--- src/rtl/mono_lcd_framebuffer_scanout_defines.svh ---
// Assertion macros for the monochrome frame store scan-out block.
// Included by the top level only; empty bodies when SYNTHESIS is defined.
`ifndef MONO_LCD_FRAMEBUFFER_SCANOUT_DEFINES_SVH
`define MONO_LCD_FRAMEBUFFER_SCANOUT_DEFINES_SVH

`ifndef SYNTHESIS
// Same-cycle implication, sampled on aclk, off while in reset
`define MLFS_ASSERT_IMP(lbl, ante, cons) \
    lbl: assert property (@(posedge aclk) disable iff (!aresetn) (ante) |-> (cons)) \
        else $error("mlfs assertion failed");
// Next-cycle implication, sampled on aclk, off while in reset
`define MLFS_ASSERT_NEXT(lbl, ante, cons) \
    lbl: assert property (@(posedge aclk) disable iff (!aresetn) (ante) |=> (cons)) \
        else $error("mlfs assertion failed");
`else
`define MLFS_ASSERT_IMP(lbl, ante, cons)
`define MLFS_ASSERT_NEXT(lbl, ante, cons)
`endif

`endif

--- src/rtl/mlfs_pkg.sv ---
// Shared constants, codes and control types of the frame store scan-out block.
// No dependencies; used by every module of the block except mlfs_ram.
package mlfs_pkg;

    // Panel geometry
    localparam int PANEL_WIDTH  = 84;
    localparam int PANEL_HEIGHT = 48;
    localparam int PAGE_COUNT   = 6;
    localparam int STORE_BYTES  = PANEL_WIDTH * PAGE_COUNT;

    // Widths
    localparam int COORD_W = 8;
    localparam int BYTE_W  = 8;
    localparam int ADDR_W  = $clog2(STORE_BYTES);
    localparam int STEP_W  = $clog2(PANEL_WIDTH + 3);
    localparam int PAGE_W  = (PAGE_COUNT > 1) ? $clog2(PAGE_COUNT) : 1;
    localparam int ROW_W   = 3;  // rows per page = 2**ROW_W
    localparam int PAGE_SEL_W = COORD_W - ROW_W;  // row bits above the in-page row

    // Panel command bytes
    localparam logic [BYTE_W-1:0] CMD_Y_ADDR = 8'h40;
    localparam logic [BYTE_W-1:0] CMD_X_ADDR = 8'h80;

    typedef enum logic [1:0] {
        ACT_SET_PIXEL = 2'd0,
        ACT_CLEAR     = 2'd1,
        ACT_START     = 2'd2,
        ACT_TICK      = 2'd3
    } action_t;

    typedef enum logic [1:0] {
        ST_CLEAR,
        ST_IDLE,
        ST_PIX_WR,
        ST_TICK_OUT
    } state_t;

    // Controller to datapath
    typedef struct packed {
        logic pix_rd;      // latch pixel write, read its byte
        logic pix_wr;      // write modified byte back
        logic clr_start;   // restart clear sweep
        logic clr_wr;      // clear one byte, advance sweep
        logic scan_start;  // start refresh from page 0
        logic tick_rd;     // latch next panel byte, advance scan
        logic out_load;    // move pending byte into output register
    } cmd_t;

    // Datapath to controller
    typedef struct packed {
        logic pix_in_range;
        logic scan_active;
        logic out_free;
        logic clr_last;
    } sts_t;

endpackage

--- src/rtl/mlfs_ctrl.sv ---
// Controller state machine: accepts items, sequences the clear sweep, pixel
// read-modify-write and scan ticks. Depends on mlfs_pkg.
module mlfs_ctrl (
    input  logic              aclk,
    input  logic              aresetn,
    input  logic              in_valid,
    output logic              in_ready,
    input  mlfs_pkg::action_t action,
    input  mlfs_pkg::sts_t    sts,
    output mlfs_pkg::cmd_t    cmd
);

    mlfs_pkg::state_t state_reg, state_next;

    // State register; reset starts with a clear sweep
    always_ff @(posedge aclk) begin
        if (!aresetn) begin
            state_reg <= mlfs_pkg::ST_CLEAR;
        end else begin
            state_reg <= state_next;
        end
    end

    // Next state and commands
    always_comb begin
        state_next = state_reg;
        cmd        = '0;
        in_ready   = 1'b0;
        unique case (state_reg)
            mlfs_pkg::ST_CLEAR: begin
                cmd.clr_wr = 1'b1;
                if (sts.clr_last) begin
                    state_next = mlfs_pkg::ST_IDLE;
                end
            end
            mlfs_pkg::ST_IDLE: begin
                in_ready = 1'b1;
                if (in_valid) begin
                    unique case (action)
                        mlfs_pkg::ACT_SET_PIXEL: begin
                            if (sts.pix_in_range) begin
                                cmd.pix_rd = 1'b1;
                                state_next = mlfs_pkg::ST_PIX_WR;
                            end
                        end
                        mlfs_pkg::ACT_CLEAR: begin
                            cmd.clr_start = 1'b1;
                            state_next    = mlfs_pkg::ST_CLEAR;
                        end
                        mlfs_pkg::ACT_START: begin
                            cmd.scan_start = 1'b1;
                        end
                        mlfs_pkg::ACT_TICK: begin
                            if (sts.scan_active) begin
                                cmd.tick_rd = 1'b1;
                                state_next  = mlfs_pkg::ST_TICK_OUT;
                            end
                        end
                        default: begin
                        end
                    endcase
                end
            end
            mlfs_pkg::ST_PIX_WR: begin
                cmd.pix_wr = 1'b1;
                state_next = mlfs_pkg::ST_IDLE;
            end
            mlfs_pkg::ST_TICK_OUT: begin
                if (sts.out_free) begin
                    cmd.out_load = 1'b1;
                    state_next   = mlfs_pkg::ST_IDLE;
                end
            end
            default: begin
                state_next = mlfs_pkg::ST_IDLE;
            end
        endcase
    end

endmodule

--- config.mk ---
export PLATFORM = sky130hd
export DESIGN_NAME = mlfs_ctrl
export DESIGN_NICKNAME = d
export VERILOG_FILES = /design/src/rtl/mono_lcd_framebuffer_scanout_defines.svh /design/src/rtl/mlfs_pkg.sv /design/src/rtl/mlfs_ctrl.sv
export SDC_FILE = /design/constraint.sdc
export NUM_CORES = 1
export LEC_CHECK = 0
export BUFFER_PORTS_ARGS = -buffer_cell sky130_fd_sc_hd__buf_2
export CAP_MARGIN = 20
export CORE_AREA = 3 3 40 42
export DETAILED_ROUTE_END_ITERATION = 8
export DIE_AREA = 0 0 43 45
export GPL_TIMING_DRIVEN = 0
export MAX_ROUTING_LAYER = met4
export PLACE_DENSITY = 0.41
export SYNTH_ARGS = -nofsm -noshare
export SYNTH_HDL_FRONTEND = slang
export SYNTH_SLANG_ARGS = --single-unit
--- constraint.sdc ---
create_clock -name aclk -period 0.9 [get_ports aclk]
set_input_delay 0.09 -clock aclk [delete_from_list [all_inputs] [get_ports aclk]]
set_output_delay 0.09 -clock aclk [all_outputs]
set_load 0.05 [all_outputs]
# == Yosys cells after proc, flatten, opt, wreduce, memory -nomap -nowiden ==
# Cells that the tools add are included.
# totals
ff_bits,2
inputBits,9
out_inout_bits,8
# classes
n_eq_ne,12
mux,24
n_reduce_logical,3
# op_table
operator,count
2-to-1 mux 1 bit,15
2-to-1 mux 2 bit,7
"equality test 2 bit, second input constant",4
one-hot mux 2 bit (4 select lines),1
"!= test 2 bit, second input constant",3
"!= test 3 bit, second input constant",2
one-hot mux 2 bit (3 select lines),1
AND reduction 6 bit,1
"equality test 2 x 1 -> 1 bit, second input constant",2
logical NOT 2 bit,2
"!= test 4 x 1 -> 1 bit, second input constant",1

# == Logic depth before layout (Yosys ltp) ==
# depth
depth_word,4
mapped_depth,3
ltp_nobuf,3

# == Worst setup path after synthesis ==
# OpenSTA, ideal clock, no wires.
# synth_timing
path_type,reg2out
start,register state_reg[0]
end,output port cmd[1] in the netlist's numbering
arrival_ns,1.506
required_time_ns,0.810
setup_slack_ns,-0.696
path_stages_with_launch,4
path_buffers,0
cell_sequence,dfxtp_1 -> and2b_2 -> nand3_1 -> nor2_1
# synth_rtl
element,line_no,source
"start, declared",mlfs_ctrl.sv:13,"mlfs_pkg::state_t state_reg, state_next;"
"start signal, assigned",mlfs_ctrl.sv:18,state_reg <= mlfs_pkg::ST_CLEAR;
"start signal, assigned",mlfs_ctrl.sv:20,state_reg <= state_next;
"end, declared",mlfs_ctrl.sv:10,output mlfs_pkg::cmd_t cmd

==> results.py <==
metrics = {
    "floorplanning": {
        "die_w_um": 43,
        "fp-row-count": 13,
        "coreArea_um2": 1285,
        "die_y_um": 45,
        "die_area_um2": 1935,
        "io_pins": 17,
        "start_util_pct": 13.15,
    },
    "timing": {
        "fin_crit_ns": 1.311,
        "period_share_pct": 145.6,
        "timing.hold.ws_ns": 0.1369,
        "rsz0062_at_grt": "yes",
        "tightest_slew_ns": 0.1574,
        "finClkSkew_ns": 0.00007108,
        "worst_slack_ns": -0.4107,
        "finalSetupViolCount": 9,
        "slew_headroom_pct": 89.48,
        "tns_ns": -2.263,
        "fmax_mhz": 763.0,
        "finalMaxSlewViolations": 0,
        "hold_viol": 0,
    },
    "detailed_routing": {
        "avgRoutedWirePerCell_um": 12.26,
        "drc": 0,
        "wl_um": 699,
        "dr.max_layer_used": "met3",
        "ant_nets": 0,
        "firstDrtPassIters": 2,
        "route.met2.wl_um": 491,
        "met3_length_um": 3,
        "vias": 243,
        "viasPerCell": 4.263,
        "wl_met1_um": 203,
        "drt_iter0_drc": 1,
    },
    "run": {
        "maxCapViolCount": 0,
    },
    "synth": {
        "syn_area_um2": 168.9,
        "synth-warning-count": 0,
        "yosys.area.top_type_share_pct": 23.70,
        "ys_top_cells_by_area": "dfxtp_1 (24%), and2b_2 (10%), nand4b_1 (10%)",
        "synth_seq_area_share_pct": 23.70,
        "synth_area_leader_cell": "dfxtp_1",
        "synth_nets": 29,
        "synth_cells": 20,
        "ys_seq_elements": 2,
        "avgSynthCellArea_um2": 8.446,
        "synth_cell_types": 15,
    },
    "setup_path": {
        "worst-path-max-fanout": 3,
        "end_kind": "primary output",
        "reg2reg_slack_ns": -0.03,
        "path_delay_family": "simple AND/OR/NAND/NOR gates",
        "startpoint_type": "flop",
        "r2r_start": "state_reg[1]$_SDFFE_PN0P_",
        "path_cells": "and4bb_1, and3b_2, buf_6",
        "critical_path_class": "reg -> out",
        "rr_worst_depth": 2,
        "r2r-end": "state_reg[0]$_SDFFE_PN0P_",
        "worstPathRequired_ns": 0.81,
        "crit_path_top_delay_cell": "dfxtp_4",
        "crit_buf_inv": 1,
        "slowest_delay_ns": 0.33,
        "arrival_ns": 1.22,
    },
    "cts": {
        "cts_root_buf": "clkbuf_4",
        "clock_path_buffers": 2,
        "clock_latency_ns": 0.22,
        "cts-buffers-inserted": 3,
        "cts.sinks": 2,
        "htree_levels": 1,
        "cts_tree": "done",
        "clk_pin_slew_ns": 0.03,
    },
    "place": {
        "dp_slack_ns": -0.2575,
        "place_congestion": 0.5935,
        "portBuffers": 16,
        "post-dp-hpwl_um": 496.9,
        "dp.cells": 51,
        "placed_area_um2": 301.5,
    },
    "grt": {
        "grt_pass1_vias": 265,
        "grt_pass1_wl_mm": 1.110,
        "grt_use_total_pct": 7.949,
        "grt_max_degree": 9,
        "grt_overflow_total": 0,
        "grt_antenna_before_repair": 0,
    },
    "power_and_ir_drop": {
        "comb_power_share_pct": 36.2,
        "p_clk_share_pct": 43.0,
        "internal_power_uw": 316.0,
        "seqPwrFrac_pct": 20.9,
        "total_power_uw": 466.5,
        "vdd_drop_max_v": 0.0004540,
        "p_switching_uw": 150.4,
        "power_density_nw_per_um2": 1081,
        "p_leak_nw": 0.1885,
        "p_sw_share_pct": 32.25,
    },
    "finish": {
        "antennaDiodeCount": 0,
        "nNetsFinal": 53,
        "instances_no_fill": 57,
        "syn_to_final_growth_pct": 155.6,
        "finish.utilization_pct": 33.59,
        "post-route-cell-area_um2": 431.7,
        "drive_gt1_share_pct": 80.95,
        "largest_reg_flops": 2,
    },
    "min_path": {
        "worstHoldEndpoint": "state_reg[0]$_SDFFE_PN0P_",
        "whs_path_depth": 2,
        "worstHoldStart": "aresetn",
        "min_path_type": "in -> reg",
    },
    "outcome": {
        "status": "finished with violations",
        "failed_checks": "negative setup slack",
    },
}
## per-layer routing
metal  vias up  GRT usage (%)
met5         -              -
met4         0          3.614
met3         0          1.195
met2         2          17.37
met1       119          6.205
li1        122              -
## kinds of logic (layout without fill, tap and decap cells)
family | count (synthesis) | count (layout) | synth area share (%)
AOI/OAI and AO/OA | 4 | 4 | 17.78
buffers and inverters | 0 | 22 | 0
and+or+nand+nor | 14 | 14 | 58.52
DFF | 2 | 2 | 23.70
## cell usage in the layout (no fill, tap or decap)
cell	Yosys	final
buf_6	0	5
dfxtp_4	0	2
o21ai_1	0	1
nand4b_1	2	2
and2b_2	2	1
and3_4	0	1
a31oi_1	1	1
buf_4	0	2
nand3_4	0	1
nor2_4	0	3
and4bb_1	1	1
o21ai_2	1	1
clkbuf_4	0	3
buf_2	0	8
and3b_2	0	1
and2_4	0	1
nand2_1	1	1
nor3b_1	1	1
buf_8	0	4
and2b_4	0	1
o311a_1	1	1
## worst max-delay path by stage
stage                                    from      to  depth (start not counted)
finish              state_reg[1]$_SDFFE_PN0P_  cmd[6]                          3
detailed placement  state_reg[1]$_SDFFE_PN0P_  cmd[6]                          3
CTS                 state_reg[1]$_SDFFE_PN0P_  cmd[6]                          3
floorplan           state_reg[1]$_SDFFE_PN0P_  cmd[1]                          3
global route        state_reg[1]$_SDFFE_PN0P_  cmd[6]                          3
global placement    state_reg[1]$_SDFFE_PN0P_  cmd[6]                          3
## cells in the mapped netlist (all sizes together)
cell,n
nand4b,2
o21ai,2
nor3b,1
and3,1
and4bb,1
dfxtp,2
nand2,1
a31oi,1
o311a,1
nor2,3
nand3,1
and2b,2
and2,1
and3b,1
## worst reg2reg max path: cells and delay by family, from the launching register on
kind | cells | cell delay (ns)
compound gates | 1 | 0.33
flops | 1 | 0.33
buf+inv | 1 | 0.15
## what timing repair did
item,CTS,global route
cloned,0,0
pin swaps,1,2
endpoints found under the setup margin,9,10
buffers inserted,1,2
resized for setup,24,3
hold buffers,0,0
## power groups by stage
stage | sequential, mW | clock (mW) | combinational, mW
finish | 0.0973 | 0.200 | 0.169
floorplan | 0.102 | 0 | 0.0771
global placement | 0.103 | 0 | 0.119
detailed placement | 0.103 | 0 | 0.121
global route | 0.0977 | 0.210 | 0.178
CTS | 0.0989 | 0.205 | 0.147
## cell type report
type	count	area (um^2)
clock buffer	3	22.52
multi-input combinational	18	171.4
fill	137	853.3
tap	15	18.77
sequential	2	47.55
timing repair buffer	19	171.4
Note: power is estimated with default switching activity, not from simulation.
