**src/rtl/mono_lcd_framebuffer_scanout_defines.svh**
```systemverilog
// Assertion macros for the monochrome frame store scan-out block.
// Included by the top level only; empty bodies when SYNTHESIS is defined.
`ifndef MONO_LCD_FRAMEBUFFER_SCANOUT_DEFINES_SVH
`define MONO_LCD_FRAMEBUFFER_SCANOUT_DEFINES_SVH

`ifndef SYNTHESIS
// Same-cycle implication, sampled on aclk, off while in reset
`define MLFS_ASSERT_IMP(lbl, ante, cons) \
    lbl: assert property (@(posedge aclk) disable iff (!aresetn) (ante) |-> (cons)) \
        else $error("mlfs assertion failed");
// Next-cycle implication, sampled on aclk, off while in reset
`define MLFS_ASSERT_NEXT(lbl, ante, cons) \
    lbl: assert property (@(posedge aclk) disable iff (!aresetn) (ante) |=> (cons)) \
        else $error("mlfs assertion failed");
`else
`define MLFS_ASSERT_IMP(lbl, ante, cons)
`define MLFS_ASSERT_NEXT(lbl, ante, cons)
`endif

`endif

```
**src/rtl/mlfs_pkg.sv**
```systemverilog
// Shared constants, codes and control types of the frame store scan-out block.
// No dependencies; used by every module of the block except mlfs_ram.
package mlfs_pkg;

    // Panel geometry
    localparam int PANEL_WIDTH  = 84;
    localparam int PANEL_HEIGHT = 48;
    localparam int PAGE_COUNT   = 6;
    localparam int STORE_BYTES  = PANEL_WIDTH * PAGE_COUNT;

    // Widths
    localparam int COORD_W = 8;
    localparam int BYTE_W  = 8;
    localparam int ADDR_W  = $clog2(STORE_BYTES);
    localparam int STEP_W  = $clog2(PANEL_WIDTH + 3);
    localparam int PAGE_W  = (PAGE_COUNT > 1) ? $clog2(PAGE_COUNT) : 1;
    localparam int ROW_W   = 3;  // rows per page = 2**ROW_W
    localparam int PAGE_SEL_W = COORD_W - ROW_W;  // row bits above the in-page row

    // Panel command bytes
    localparam logic [BYTE_W-1:0] CMD_Y_ADDR = 8'h40;
    localparam logic [BYTE_W-1:0] CMD_X_ADDR = 8'h80;

    typedef enum logic [1:0] {
        ACT_SET_PIXEL = 2'd0,
        ACT_CLEAR     = 2'd1,
        ACT_START     = 2'd2,
        ACT_TICK      = 2'd3
    } action_t;

    typedef enum logic [1:0] {
        ST_CLEAR,
        ST_IDLE,
        ST_PIX_WR,
        ST_TICK_OUT
    } state_t;

    // Controller to datapath
    typedef struct packed {
        logic pix_rd;      // latch pixel write, read its byte
        logic pix_wr;      // write modified byte back
        logic clr_start;   // restart clear sweep
        logic clr_wr;      // clear one byte, advance sweep
        logic scan_start;  // start refresh from page 0
        logic tick_rd;     // latch next panel byte, advance scan
        logic out_load;    // move pending byte into output register
    } cmd_t;

    // Datapath to controller
    typedef struct packed {
        logic pix_in_range;
        logic scan_active;
        logic out_free;
        logic clr_last;
    } sts_t;

endpackage

```
**src/rtl/mlfs_ram.sv**
```systemverilog
// Generic single-write, single-read RAM with registered read data.
// No dependencies.
module mlfs_ram #(
    parameter int WIDTH = 8,
    parameter int DEPTH = 512
) (
    input  logic                     aclk,
    input  logic                     we,
    input  logic [$clog2(DEPTH)-1:0] waddr,
    input  logic [WIDTH-1:0]         wdata,
    input  logic                     re,
    input  logic [$clog2(DEPTH)-1:0] raddr,
    output logic [WIDTH-1:0]         rdata
);

    logic [WIDTH-1:0] mem_reg [DEPTH];
    logic [WIDTH-1:0] rdata_reg;

    // Write port
    always_ff @(posedge aclk) begin
        if (we) begin
            mem_reg[waddr] <= wdata;
        end
    end

    // Read port, data held until the next read
    always_ff @(posedge aclk) begin
        if (re) begin
            rdata_reg <= mem_reg[raddr];
        end
    end

    assign rdata = rdata_reg;

endmodule

```
**src/rtl/mlfs_datapath.sv**
```systemverilog
// Datapath: frame store RAM, pixel read-modify-write, clear sweep, scan counters
// and the output register. Depends on mlfs_pkg and mlfs_ram.
module mlfs_datapath (
    input  logic                          aclk,
    input  logic                          aresetn,
    input  mlfs_pkg::cmd_t                cmd,
    output mlfs_pkg::sts_t                sts,
    input  logic [mlfs_pkg::COORD_W-1:0]  pixel_x,
    input  logic [mlfs_pkg::COORD_W-1:0]  pixel_y,
    input  logic                          pixel_on,
    input  logic                          out_ready,
    output logic                          out_valid,
    output logic                          out_is_data,
    output logic [mlfs_pkg::BYTE_W-1:0]   out_byte,
    output logic                          out_last
);

    logic [mlfs_pkg::PAGE_SEL_W-1:0] pix_page;
    logic [mlfs_pkg::ADDR_W-1:0]     pix_addr;
    logic [mlfs_pkg::BYTE_W-1:0]     pix_mask;
    logic [mlfs_pkg::ADDR_W-1:0]     pix_addr_reg;
    logic [mlfs_pkg::BYTE_W-1:0]     pix_mask_reg;
    logic                            pix_on_reg;
    logic [mlfs_pkg::BYTE_W-1:0]     pix_wdata;

    logic [mlfs_pkg::ADDR_W-1:0]     clr_addr_reg, clr_addr_next;

    logic                            active_reg, active_next;
    logic [mlfs_pkg::PAGE_W-1:0]     page_reg, page_next;
    logic [mlfs_pkg::STEP_W-1:0]     step_reg, step_next;
    logic [mlfs_pkg::STEP_W-1:0]     step_inc;
    logic [mlfs_pkg::ADDR_W-1:0]     scan_addr;

    logic                            pend_is_data_reg;
    logic [mlfs_pkg::BYTE_W-1:0]     pend_cmd_reg;
    logic                            pend_last_reg;
    logic                            pend_is_data_next;
    logic [mlfs_pkg::BYTE_W-1:0]     pend_cmd_next;
    logic                            pend_last_next;

    logic                            out_valid_reg, out_valid_next;
    logic                            out_is_data_reg;
    logic [mlfs_pkg::BYTE_W-1:0]     out_byte_reg;
    logic                            out_last_reg;

    logic                            ram_we, ram_re;
    logic [mlfs_pkg::ADDR_W-1:0]     ram_waddr, ram_raddr;
    logic [mlfs_pkg::BYTE_W-1:0]     ram_wdata, ram_rdata;

    // Pixel address and range check
    assign pix_page = pixel_y[mlfs_pkg::COORD_W-1:mlfs_pkg::ROW_W];
    assign pix_addr = mlfs_pkg::ADDR_W'(pix_page) * mlfs_pkg::ADDR_W'(mlfs_pkg::PANEL_WIDTH)
                    + mlfs_pkg::ADDR_W'(pixel_x);
    assign pix_mask = mlfs_pkg::BYTE_W'(1) << pixel_y[mlfs_pkg::ROW_W-1:0];

    assign sts.pix_in_range = (pixel_x < mlfs_pkg::COORD_W'(mlfs_pkg::PANEL_WIDTH))
                           && (pixel_y < mlfs_pkg::COORD_W'(mlfs_pkg::PANEL_HEIGHT))
                           && (pix_page < mlfs_pkg::PAGE_SEL_W'(mlfs_pkg::PAGE_COUNT));

    always_ff @(posedge aclk) begin
        if (cmd.pix_rd) begin
            pix_addr_reg <= pix_addr;
            pix_mask_reg <= pix_mask;
            pix_on_reg   <= pixel_on;
        end
    end

    assign pix_wdata = pix_on_reg ? (ram_rdata | pix_mask_reg) : (ram_rdata & ~pix_mask_reg);

    // Clear sweep counter
    always_comb begin
        clr_addr_next = clr_addr_reg;
        if (cmd.clr_start) begin
            clr_addr_next = '0;
        end else if (cmd.clr_wr) begin
            clr_addr_next = clr_addr_reg + mlfs_pkg::ADDR_W'(1);
        end
    end

    always_ff @(posedge aclk) begin
        if (!aresetn) begin
            clr_addr_reg <= '0;
        end else begin
            clr_addr_reg <= clr_addr_next;
        end
    end

    assign sts.clr_last = (clr_addr_reg == mlfs_pkg::ADDR_W'(mlfs_pkg::STORE_BYTES - 1));

    // Scan sequencing: Y command, X command, data bytes per page, final Y command
    assign step_inc  = step_reg + mlfs_pkg::STEP_W'(1);
    assign scan_addr = mlfs_pkg::ADDR_W'(page_reg) * mlfs_pkg::ADDR_W'(mlfs_pkg::PANEL_WIDTH)
                     + mlfs_pkg::ADDR_W'(step_reg - mlfs_pkg::STEP_W'(2));

    always_comb begin
        active_next       = active_reg;
        page_next         = page_reg;
        step_next         = step_reg;
        pend_is_data_next = pend_is_data_reg;
        pend_cmd_next     = pend_cmd_reg;
        pend_last_next    = pend_last_reg;
        if (cmd.scan_start) begin
            active_next = 1'b1;
            page_next   = '0;
            step_next   = '0;
        end else if (cmd.tick_rd) begin
            pend_is_data_next = 1'b0;
            pend_last_next    = 1'b0;
            priority if (step_reg == '0) begin
                pend_cmd_next = mlfs_pkg::CMD_Y_ADDR | mlfs_pkg::BYTE_W'(page_reg);
                step_next     = step_inc;
            end else if (step_reg == mlfs_pkg::STEP_W'(1)) begin
                pend_cmd_next = mlfs_pkg::CMD_X_ADDR;
                step_next     = step_inc;
            end else if (step_reg < mlfs_pkg::STEP_W'(mlfs_pkg::PANEL_WIDTH + 2)) begin
                pend_is_data_next = 1'b1;
                step_next         = step_inc;
                if (step_inc == mlfs_pkg::STEP_W'(mlfs_pkg::PANEL_WIDTH + 2)
                        && page_reg != mlfs_pkg::PAGE_W'(mlfs_pkg::PAGE_COUNT - 1)) begin
                    page_next = page_reg + mlfs_pkg::PAGE_W'(1);
                    step_next = '0;
                end
            end else begin
                pend_cmd_next  = mlfs_pkg::CMD_Y_ADDR;
                pend_last_next = 1'b1;
                active_next    = 1'b0;
                page_next      = '0;
                step_next      = '0;
            end
        end
    end

    always_ff @(posedge aclk) begin
        if (!aresetn) begin
            active_reg <= 1'b0;
            page_reg   <= '0;
            step_reg   <= '0;
        end else begin
            active_reg <= active_next;
            page_reg   <= page_next;
            step_reg   <= step_next;
        end
    end

    always_ff @(posedge aclk) begin
        pend_is_data_reg <= pend_is_data_next;
        pend_cmd_reg     <= pend_cmd_next;
        pend_last_reg    <= pend_last_next;
    end

    assign sts.scan_active = active_reg;

    // Frame store
    assign ram_we    = cmd.pix_wr | cmd.clr_wr;
    assign ram_waddr = cmd.clr_wr ? clr_addr_reg : pix_addr_reg;
    assign ram_wdata = cmd.clr_wr ? '0 : pix_wdata;
    assign ram_re    = cmd.pix_rd | cmd.tick_rd;
    assign ram_raddr = cmd.pix_rd ? pix_addr : scan_addr;

    mlfs_ram #(
        .WIDTH (mlfs_pkg::BYTE_W),
        .DEPTH (mlfs_pkg::STORE_BYTES)
    ) u_store (
        .aclk  (aclk),
        .we    (ram_we),
        .waddr (ram_waddr),
        .wdata (ram_wdata),
        .re    (ram_re),
        .raddr (ram_raddr),
        .rdata (ram_rdata)
    );

    // Output register
    assign sts.out_free = !out_valid_reg || out_ready;

    always_comb begin
        out_valid_next = out_valid_reg && !out_ready;
        if (cmd.out_load) begin
            out_valid_next = 1'b1;
        end
    end

    always_ff @(posedge aclk) begin
        if (!aresetn) begin
            out_valid_reg <= 1'b0;
        end else begin
            out_valid_reg <= out_valid_next;
        end
    end

    always_ff @(posedge aclk) begin
        if (cmd.out_load) begin
            out_is_data_reg <= pend_is_data_reg;
            out_byte_reg    <= pend_is_data_reg ? ram_rdata : pend_cmd_reg;
            out_last_reg    <= pend_last_reg;
        end
    end

    assign out_valid   = out_valid_reg;
    assign out_is_data = out_is_data_reg;
    assign out_byte    = out_byte_reg;
    assign out_last    = out_last_reg;

endmodule

```
**config.mk**
```make
export PLATFORM = sky130hd
export DESIGN_NAME = mlfs_datapath
export DESIGN_NICKNAME = d
export VERILOG_FILES = /design/src/rtl/mono_lcd_framebuffer_scanout_defines.svh /design/src/rtl/mlfs_pkg.sv /design/src/rtl/mlfs_ram.sv /design/src/rtl/mlfs_datapath.sv
export SDC_FILE = /design/constraint.sdc
export NUM_CORES = 2
export LEC_CHECK = 0
export BUFFER_PORTS_ARGS = -buffer_cell sky130_fd_sc_hd__buf_2
export CORE_MARGIN = 3
export CORE_UTILIZATION = 29
export CTS_CLUSTER_SIZE = 40
export DETAILED_ROUTE_END_ITERATION = 8
export PLACE_DENSITY_LB_ADDON = 0.2
export SYNTH_ARGS = -nofsm -noshare
export SYNTH_HDL_FRONTEND = slang
export SYNTH_SLANG_ARGS = --single-unit
export TNS_END_PERCENT = 1
```
**constraint.sdc**
```tcl
create_clock -name aclk -period 16.8 [get_ports aclk]
set_input_delay 0.84 -clock aclk [delete_from_list [all_inputs] [get_ports aclk]]
set_output_delay 0.84 -clock aclk [all_outputs]
set_load 0.05 [all_outputs]
```
Word level (Yosys, flattened, before mapping)
Memories as Yosys holds them, arrays and structs flattened. A register that Yosys moved wholly into a read port is not among the register bits.
Cells that the tools add are included.
- $add $sub $neg: 6
- $mul: 2
- $lt $le $gt $ge: 4
- eq/ne operators: 9
- shift operators: 1
- multiplexer cells: 24
- bitwise gates (word level): 9
- reduce and logical (&&, ||, !) cells: 16
- operator list (operator ; count):
    $mux 8 ; 5
    $mux 7 ; 4
    $mux 9 ; 2
    $mux 1 ; 10
    $add 9x1->9 const B ; 1
    $add 9x8->9 ; 1
    $add 9x9->9 ; 1
    $eq 9x9->1 const B ; 1
    $mux 3 ; 3
    $and 8x8->8 ; 1
    $lt 8x6->1 const B ; 1
    $lt 8x7->1 const B ; 1
    $not 8->8 ; 1
    $or 8x8->8 ; 1
    $reduce_and 4->1 ; 2
    $shl 1x3->8 const A ; 1
    $sub 7x2->8 const B ; 1
    $add 7x1->7 const B ; 1
    $eq 7x1->1 const B ; 1
    $eq 7x7->1 const B ; 1
    $logic_not 7->1 ; 1
    $lt 7x7->1 const B ; 1
    $mul 3x5->7 const B ; 1
    $mul 5x5->7 const B ; 1
    14 further kinds ; 27
- bits in registers: 56
- memory bits (writable): 4032
- output and inout bits: 15
- word-level logic and storage cells: 88
- memories kept: 1
- memory list (name ; depth ; width ; rd ports ; clocked after memory_dff ; write ports ; RTL line ; source):
    u_store.mem_reg ; 504 ; 8 ; 1 ; 1 ; 1 ; mlfs_ram.sv:16 ; logic [WIDTH-1:0] mem_reg [DEPTH];

Depth between registers and ports, before layout
- depth after elaboration: 7
- gate-level depth with buffers: 19
- mapped depth without buffers: 14

Cells and area by module
Synthesis repeated with hierarchy kept, for this count alone.
- cells, all modules: 7714
- area total of the unflattened synthesis: 160905.6 sq um
- modules (own cells, without submodules) (module ; times used ; cells an instance ; area each (sq um)):
    mlfs_ram ; 1 ; 7358 ; 157308.4
    mlfs_datapath ; 1 ; 356 ; 3597.2

Least setup slack after synthesis
OpenSTA, ideal clock, no wires.
- kind: input -> register
- from: input port cmd[3] (netlist name)
- to: memory u_store.mem_reg[0][0] (data pin)
- arrival time: 13.079 ns
- data required time: 14.262 ns
- setup slack: 1.182 ns
- stages on the path: 4
- cells stage by stage: clkbuf_1 clkbuf_1 buf_1 nor2_1
- longest elaborated chain between the ends: 1
- RTL lines (item ; RTL line ; source):
    from (decl) ; mlfs_datapath.sv:6 ; input mlfs_pkg::cmd_t cmd,
    $mux 8 ; mlfs_datapath.sv:156 ; assign ram_wdata = cmd.clr_wr ? '0 : pix_wdata;
    named net ram_wdata, one bit ; mlfs_datapath.sv:48 ; logic [mlfs_pkg::BYTE_W-1:0] ram_wdata, ram_rdata;
    to (decl) ; mlfs_ram.sv:16 ;
The timed path passes the listed nets, and every way through them passes these cells.

Final worst setup path
- from: register step_reg[1] (netlist name)
- to: register u_store.rdata_reg[2], in the netlist u_store.rdata[2], read port of u_store.mem_reg (data pin)
- longest elaborated chain between the ends: 3
- RTL lines (item ; RTL line ; source):
    from (decl) ; mlfs_datapath.sv:30 ; logic [mlfs_pkg::STEP_W-1:0] step_reg, step_next;
    from (signal assigned) ; mlfs_datapath.sv:141 ; step_reg <= step_next;
    $sub 7x2->8 ; mlfs_datapath.sv:93 ; + mlfs_pkg::ADDR_W'(step_reg - mlfs_pkg::STEP_W'(2));
    $add 9x9->9 ; mlfs_datapath.sv:93 ;
    $mux 9 ; mlfs_datapath.sv:158 ; assign ram_raddr = cmd.pix_rd ? pix_addr : scan_addr;
    to (decl) ; mlfs_ram.sv:17 ; logic [WIDTH-1:0] rdata_reg;
No other way between the ends.
A chain may end at the register's enable or synchronous reset.

==> metrics.cfg <==
[layout]
drive_gt1_share_pct = 14.73
post-route-util_pct = 33.29
final_common_cell = edfxtp_1
nNetsFinal = 10010
layout_common_cells = edfxtp_1 (4075), nand2_1 (1525), nor2_1 (586)
area_delta_synth_final_pct = 13.98
fillers = 53400
largest_reg_flops = 4032

[grt]
antenna_found_initial = 27
grt_max_degree = 191
globalRouteOverflowTotal = 0
grt_util_all_layers_pct = 17.58
grt_pass1_vias = 91410
grt_pass1_wl_mm = 726.1

[clock_tree]
clk_pin_slew_worst_paths_ns = 0.06
numCtsBuffers = 444
clockBufferDepth = 4
cts.sinks = 4096
cts_root_buffer = clkbuf_16
h-tree-depth = 5
postCtsSetupBuffers = 0
tritoncts = done
insertion_delay_ns = 1.08
post_cts_resized = 0

[synth]
post_synth_xor_area_fraction_pct = 0.1342
synthMuxAreaShare_pct = 10.02
synth_cells = 9874
synth_compound_area_share_pct = 4.615
yosysUniqueCellTypes = 84
ys.flop_type = edfxtp_1
synthesis.area_sq_mm = 0.1631
yosysWarnings = 0
synth-simple-area-share_pct = 7.564
synth_fa_ha_area_share_pct = 0.2746
syn_avg_cell_area_sq_um = 16.52
synthesis.nets = 9935
ys_ff_latch = 4096
yosysSeqAreaShare_pct = 75.27
ys_async_sr_fraction_pct = 0
synth-edff-count = 4075
synth_top_family_by_area = multiplexers

[floorplan]
rows = 274
core_area_sq_mm = 0.5585
num_io_pins = 42
initial_core_util_pct = 29.21
chipWidth_um = 756.0
die-area_sq_mm = 0.5716
die_y_um = 756.0

[sta]
final_max_slew_viol_count = 0
slew_headroom_pct = 8.403
post-route-min-period_ns = 7.322
tns_ns = 0
rsz0062_at_grt = no
hold_ws_ns = 0.05359
hold_viol = 0
setup_viol = 0
fin_ws_ns = 9.478
skew_ns = 0.08265
worst_pin_slew_ns = 1.369
fmax_mhz = 136.6
fin_crit_sh_pct = 43.58

[setup_path]
worstSetupPathType = reg2reg
crit_path_end_kind = register
path_cells = inv_1 > ha_1 > inv_1 > ha_1 > fa_1 > xor2_1 > mux2i_4 > buf_4 > buf_4 > buf_4 > buf_4 > mux2i_1 > o22ai_1 > a31oi_1 > a311oi_1 > nand4_1
critPathMaxStageDelay_ns = 1.03
cp-start-kind = register
worst-endpoint-required_ns = 17.69
cpMostUsedCell = buf_4
cp.arrival_ns = 8.21
crit_fanout = 37
crit_slowest_cell = a31oi_1

[drt]
drt_iter0_drc = 9520
drc = 0
drtPass1Iterations = 8
num_vias = 91450
viasPerCell = 5.140
wl_per_cell_um = 29.04
wl_mm = 516.7
ant_nets = 0

[placement]
gp_congestion = 0.7929
dp_hpwl_mm = 303.1
pre_cts_slack_ns = 8.987
io_buffers = 41

[run]
max_cap_viol_count = 0

[worst_hold_path]
hp-class = in2reg

[run_status]
status = finished, final reports clean

[power]
peakVddDrop_mv = 0.1034
power_density_mw_per_mm2 = 129.2
leakagePower_uw = 0.05842

==> stage by stage <==
step,cells,area (sq um),power (uW)
3_3_place_gp,16950,171700,14660
6_report,17790,185900,24020
5_1_grt,17780,185900,24750
2_1_floorplan,9874,163100,13660
3_5_place_dp,16960,171700,14700
4_1_cts,17780,185900,24240
==> repair_timing <==
| action | in CTS | in global routing |
|---|---|---|
| endpoints found under the hold margin | 3 | 0 |
| hold buffers | 4 | 0 |
| endpoints found under the setup margin | 0 | 0 |
==> where the power goes <==
part | total [uW] | switching [uW] | internal, uW | leakage [uW]
sequential | 11800 | 65.9 | 11800 | 0.0374
clock | 9560 | 4120 | 5440 | 0.00690
combinational | 2630 | 2060 | 568 | 0.0141
total | 24000 | 6250 | 17800 | 0.0584
==> cells by family after synthesis <==
logic type,count (synthesis)
adder cells (fa/ha/maj),34
AND/OR/NAND/NOR,2937
multiplexers,946
flip-flops,4096
AO/OA/AOI/OAI,1165
buffers and inverters,671
XOR/XNOR,25
==> worst max-delay path: cells and delay by family (launching register included) <==
kind | cells | cell delay, ns
adder cells (fa/ha/maj) | 3 | 0.98
buffers and inverters | 6 | 2.63
AND/OR/NAND/NOR | 1 | 0.19
flip-flops | 1 | 0.56
multiplexers | 2 | 0.73
AO/OA/AOI/OAI | 3 | 1.63
XOR/XNOR | 1 | 0.23
==> area by class of cell <==
class,count,area [sq um],share of cell area [%]
multi-input cells,5107,37380,20.10
inverters,25,93.84,0.05047
diodes,7,17.52,0.009421
flip-flops and latches,4096,122800,66.04
clock buffers,544,11600,6.239
clock inverters,280,2531,1.361
repair buffers,279,2202,1.184
well taps,7452,9324,5.014
==> cell usage after synthesis, types with 38 or more instances <==
cell	number	area, sq um
clkbuf_1	296	1111
nand2_1	1541	5784
edfxtp_1	4075	122400
nor4_1	38	237.7
o22ai_1	130	813.3
nor3_1	194	970.9
buf_4	64	480.5
o211ai_1	109	818.3
nand4_1	51	319.1
a211oi_1	78	585.6
buf_2	167	835.8
mux2i_1	384	3844
buf_1	57	214.0
nor2_1	606	2275
buf_6	58	653.1
nand3_1	374	1872
o21ai_0	102	510.5
and3_1	63	394.1
a31oi_1	65	406.6
a32oi_1	39	341.6
mux4_2	545	12270
a21oi_1	411	2057
==> worst paths after layout <==
check | slack (ns) | end | startpoint | cells after the start
max reg2reg | 9.48 | u_store.rdata[2] | step_reg[1] | 16
max | 9.48 | u_store.rdata[2] | step_reg[1] | 16
min reg2reg | 0.42 | out_last | pend_last_reg | 0
min | 0.05 | pix_addr_reg[1] | pixel_x[1] | 1
==> routing by layer <==
| metal | up-vias | GRT usage (%) | wire (um) |
|---|---|---|---|
| met5 | - | 0 | 71 |
| met1 | 48600 | 23.97 | 219400 |
| li1 | 38830 | - | - |
| met4 | 10 | 5.745 | 18110 |
| met2 | 3253 | 29.05 | 247800 |
| met3 | 755 | 2.406 | 31350 |
No activity file was read; power rests on OpenSTA's default activity.
